`src/teab_pkg.sv`:
```
// Shared types and constants of the triangle edge adjacency builder.
// Used by teab_front, teab_engine and the top level; depends on nothing.
package teab_pkg;

	localparam int VERT_W = 16;
	localparam int QFACE_W = 10;
	localparam int FACE_FIELD_W = 10;
	localparam int EDGE_FIELD_W = 11;
	localparam int STATUS_W = 3;

	// Command codes as they arrive on the input channel
	localparam logic [1:0] CMD_CLEAR = 2'd0;
	localparam logic [1:0] CMD_ADD = 2'd1;
	localparam logic [1:0] CMD_QUERY = 2'd2;
	localparam logic [1:0] CMD_UNUSED = 2'd3;

	typedef enum logic [1:0] {
		OP_CLEAR,
		OP_ADD,
		OP_QUERY,
		OP_NONE
	} op_t;

	// Result status codes
	localparam logic [STATUS_W-1:0] STAT_OK = 3'd0;
	localparam logic [STATUS_W-1:0] STAT_OVER = 3'd1;
	localparam logic [STATUS_W-1:0] STAT_OPEN = 3'd2;
	localparam logic [STATUS_W-1:0] STAT_FULL = 3'd3;
	localparam logic [STATUS_W-1:0] STAT_BAD = 3'd4;

	typedef enum logic [3:0] {
		ST_INIT,
		ST_IDLE,
		ST_KEY,
		ST_HCK,
		ST_ECK,
		ST_RB,
		ST_COMMIT,
		ST_FRD,
		ST_DRD,
		ST_DCK,
		ST_FIN
	} state_t;

	// One classified command waiting in the queue
	typedef struct packed {
		op_t op;
		logic [VERT_W-1:0] va;
		logic [VERT_W-1:0] vb;
		logic [VERT_W-1:0] vc;
		logic [QFACE_W-1:0] fq;
	} cmd_t;

	// One result item
	typedef struct packed {
		logic [STATUS_W-1:0] status;
		logic [FACE_FIELD_W-1:0] face;
		logic [2:0][EDGE_FIELD_W-1:0] eid;
		logic [2:0][FACE_FIELD_W-1:0] nb;
		logic [2:0] mask;
		logic solid;
	} res_t;

endpackage

```
`src/teab_front.sv`:
```
// Input side of the adjacency builder: accepts transactions, classifies the
// command and holds them in a two-entry queue. Depends on teab_pkg.
module teab_front (
	input logic clk,
	input logic arst_n,
	input logic s_tvalid,
	output logic s_tready,
	input logic [63:0] s_tdata,
	input logic [1:0] s_tuser,
	output logic head_valid,
	output teab_pkg::cmd_t head,
	input logic pop
);

	teab_pkg::cmd_t entry_q [2];
	logic wr_q;
	logic rd_q;
	logic [1:0] cnt_q;
	teab_pkg::cmd_t cmd_c;
	logic push;

	// Classify the incoming command
	always_comb begin
		cmd_c.va = s_tdata[15:0];
		cmd_c.vb = s_tdata[31:16];
		cmd_c.vc = s_tdata[47:32];
		cmd_c.fq = s_tdata[57:48];
		unique case (s_tuser)
			teab_pkg::CMD_CLEAR: cmd_c.op = teab_pkg::OP_CLEAR;
			teab_pkg::CMD_ADD: cmd_c.op = teab_pkg::OP_ADD;
			teab_pkg::CMD_QUERY: cmd_c.op = teab_pkg::OP_QUERY;
			default: cmd_c.op = teab_pkg::OP_NONE;
		endcase
	end

	assign s_tready = (cnt_q != 2'd2);
	assign push = s_tvalid && s_tready;
	assign head_valid = (cnt_q != 2'd0);
	assign head = entry_q[rd_q];

	// Advance queue pointers and fill level
	always_ff @(posedge clk or negedge arst_n) begin
		if (!arst_n) begin
			wr_q <= 1'b0;
			rd_q <= 1'b0;
			cnt_q <= 2'd0;
		end else begin
			if (push) wr_q <= ~wr_q;
			if (pop) rd_q <= ~rd_q;
			cnt_q <= cnt_q + {1'b0, push} - {1'b0, pop};
		end
	end

	// Store accepted commands
	always_ff @(posedge clk) begin
		if (push) entry_q[wr_q] <= cmd_c;
	end

	a_no_pop_empty: assert property (@(posedge clk) disable iff (!arst_n)
		pop |-> head_valid) else $error("pop from empty queue");
	a_cnt_range: assert property (@(posedge clk) disable iff (!arst_n)
		cnt_q != 2'd3) else $error("queue level out of range");
	a_full_no_ready: assert property (@(posedge clk) disable iff (!arst_n)
		(cnt_q == 2'd2 && !pop) |=> (cnt_q == 2'd2)) else $error("queue level lost");

endmodule

```
`config.mk`:
```
export PLATFORM = sky130hd
export DESIGN_NAME = teab_front
export DESIGN_NICKNAME = d
export VERILOG_FILES = /design/src/teab_pkg.sv /design/src/teab_front.sv
export SDC_FILE = /design/constraint.sdc
export NUM_CORES = 1
export LEC_CHECK = 0
export BUFFER_PORTS_ARGS = -buffer_cell sky130_fd_sc_hd__buf_2
export CAP_MARGIN = 10
export CORE_MARGIN = 2
export CORE_UTILIZATION = 45
export CTS_CLUSTER_SIZE = 14
export DETAILED_ROUTE_END_ITERATION = 12
export PLACE_DENSITY = 0.7
export SLEW_MARGIN = 0
export SYNTH_ARGS = -nofsm -noshare
export SYNTH_HDL_FRONTEND = slang
export SYNTH_SLANG_ARGS = --single-unit
```
`constraint.sdc`:
```
create_clock -name clk -period 5 [get_ports clk]
set_input_delay 0.25 -clock clk [delete_from_list [all_inputs] [get_ports clk]]
set_output_delay 0.25 -clock clk [all_outputs]
set_load 0.005 [all_outputs]
```
==> reports/qor.txt <==
Status: completed
Rel. slew slack: 0.395
HPWL after DPL: 4890 um
Area grow syn2layout: 39.1%
Vias in the first global route: 2673
Syn nets: 277
Total Wirelength: 8090 um
Worst Path Max Fanout: 32
Total core area: 10300 um2
Starting Density: 0.464
Area leader, netlist: edfxtp_1
Die Footprint: 11500 um2
Unique masters post-synth: 17
WL per Instance: 14.6 um
Cell at the root of the clock tree: clkbuf_8
RSZ-0062 raised after global routing: false
Period utilisation layout: 0.529
Ys Warns: 0
Post-route worst setup slack: 2.35 ns
Synth Register Bits: 124
First-pass GRT wire length: 12600 um
Largest net degree at the start of global routing: 33
Antenna cells: 0
Setup tns final: 0 ns
Maxcap violations: 0
Mux cell area share after synthesis: 0.187
HP Class: in -> async
H-tree levels: 4
Crit path DAT: 2.40 ns
Vias post-DR: 2538
CTS buffer count: 17
Clock Sinks: 124
Synth Cell Area: 4790 um2
CP endpoint kind: output port
Clock Latency Late Sink: 0.49 ns
Nets: 477
Post-synth EDFFs: 120
Input/output buffers: 125
Max Slew Vio Count: 0
Clock buffer depth: 2
DR pass1 iterations: 4
Post-synth top cells: edfxtp_1, mux2_4, buf_6
Grt ovf: 0
Rows: 37
Slew @ Worst Pin: 0.906 ns
Final hold vios: 0
CTS tree: built
Worst setup path class: reg -> out
Clk pin slew, worst setup/hold paths: 0.05 ns
Post-synth top flop: edfxtp_1
Area contributors post-synth: edfxtp_1, mux2_4, dfrtp_1
I/O pin cnt: 132
Top cell type's share of synthesized area: 0.752
Fillcell total: 745
Combinational family with the most area after synthesis: multiplexers
Lkg Pwr: 0.00271 uW
Max frequency: 0.378 GHz
Final ANT Viol Nets: 0
Compound-gate portion of the synthesized area: 0.00392
Die Wd: 107 um
Mapped Cells: 206
Post-CTS setup buffer count: 0
Final setup vio count: 0
Power Dens Cells: 537 nW/um2
Sequential element share of the synthesized area: 0.773
Post-Synth Simple-Gate Area: 0.00809
WP data required: 4.75 ns
Total track usage: 0.149
Critical Path Source Type: flip-flop
Post-synthesis adder-cell area fraction: 0.00261
Post-Synth XOR/XNOR Area: 0.00731
Min cycle time layout: 2.65 ns
Asr flop ratio synth: 0.0323
VDD IR max: 0.000371 V
Share of layout cells above drive strength 1: 0.520
DRC: 0
Clock Skew: 0.00477 ns
Initial antenna violation count: 0
Fin Hold WS: 0.0866 ns
Most common cell in the netlist: edfxtp_1
Initial DRC Count: 103
Post-Place Setup Slack: 2.65 ns
Avg Cell Area, Syn: 23.3 um2
Die Height: 107 um
Vias per inst: 4.57
Placer Congestion: 0.649
[worst max-delay path: stages, from the launching register on]
cell and delay, ns:
dfrtp_4 0.79, buf_4 0.60, mux2_1 0.37, buf_2 0.13
[power by group]
part / internal (uW) / switching, uW
logic: 588 / 406
registers: 1430 / 129
clock network: 648 / 384
[cells in the final DEF (no fill, tap or decap)]
cell type	netlist	layout
nor2_4	0	1
xnor2_1	3	3
clkbuf_1	2	5
clkbuf_16	0	16
dfrtp_1	4	3
clkinv_2	0	6
clkinv_1	0	2
dlygate4sd3_1	0	62
a21bo_1	1	1
nand2_1	1	1
nand2b_1	1	1
and3_2	0	1
xor2_1	1	1
dfrtp_4	0	1
clkbuf_8	0	1
mux2_1	1	1
edfxtp_1	120	120
ha_1	1	1
nor3b_2	1	1
buf_2	0	125
clkinvlp_4	0	1
bufinv_16	0	1
mux2_4	59	59
buf_4	0	3
or2_2	1	1
a21oi_2	1	1
[layer usage]
metal,vias to the layer above,track usage,share of wire
met4,0,0.0584,0.0092
met1,1233,0.180,0.41
met3,7,0.0535,0.065
met2,83,0.244,0.52
li1,1215,-,-
met5,-,0,0
[sequential cells by signal, summed over array words and instances (netlist names)]
name	flops
cnt_q	2
entry_q	120
rd_q	1
wr_q	1
[kinds of logic after synthesis]
group	after synthesis
adders and majority gates	1
AOI/OAI and AO/OA	2
xor gates and xnor gates	4
buffers and inverters	9
DFF	124
and+or+nand+nor	6
muxes	60
[repair_timing]
item	4_1_cts	5_1_grt
hold buffers	62	0
gates resized for setup	0	0
hold endpoints to repair	125	0
[through the flow]
step	util	area, um2	power, uW	std cells
global route	0.646	6670	3770	555
finish	0.646	6670	3580	555
floorplan	-	4790	2240	206
CTS	0.646	6670	3640	555
global placement	0.536	5540	2530	461
detailed placement	0.536	5540	2550	461
[layout make-up]
type	instances	area (um2)	share of cell area
timing repair buffer	190	1270	0.190
tap	136	170	0.0255
clock buffer	22	433	0.0650
clock inverter	10	75.1	0.0113
multi-input combinational	73	1010	0.152
sequential	124	3710	0.556
[worst paths after layout]
path                       cells after the start  startpoint  slack, ns        endpoint
max in group asynchronous                      2      arst_n       4.78            rd_q
min in group clk                               4    s_tvalid       0.16        cnt_q[1]
setup / recovery                               3        rd_q       2.35        head[59]
setup reg to reg                               4    cnt_q[1]       2.69  entry_q[0][42]
hold reg to reg                                1    cnt_q[0]       0.55        cnt_q[0]
hold / removal                                 2      arst_n       0.09        cnt_q[0]
Power figures use the tool's default switching activity.
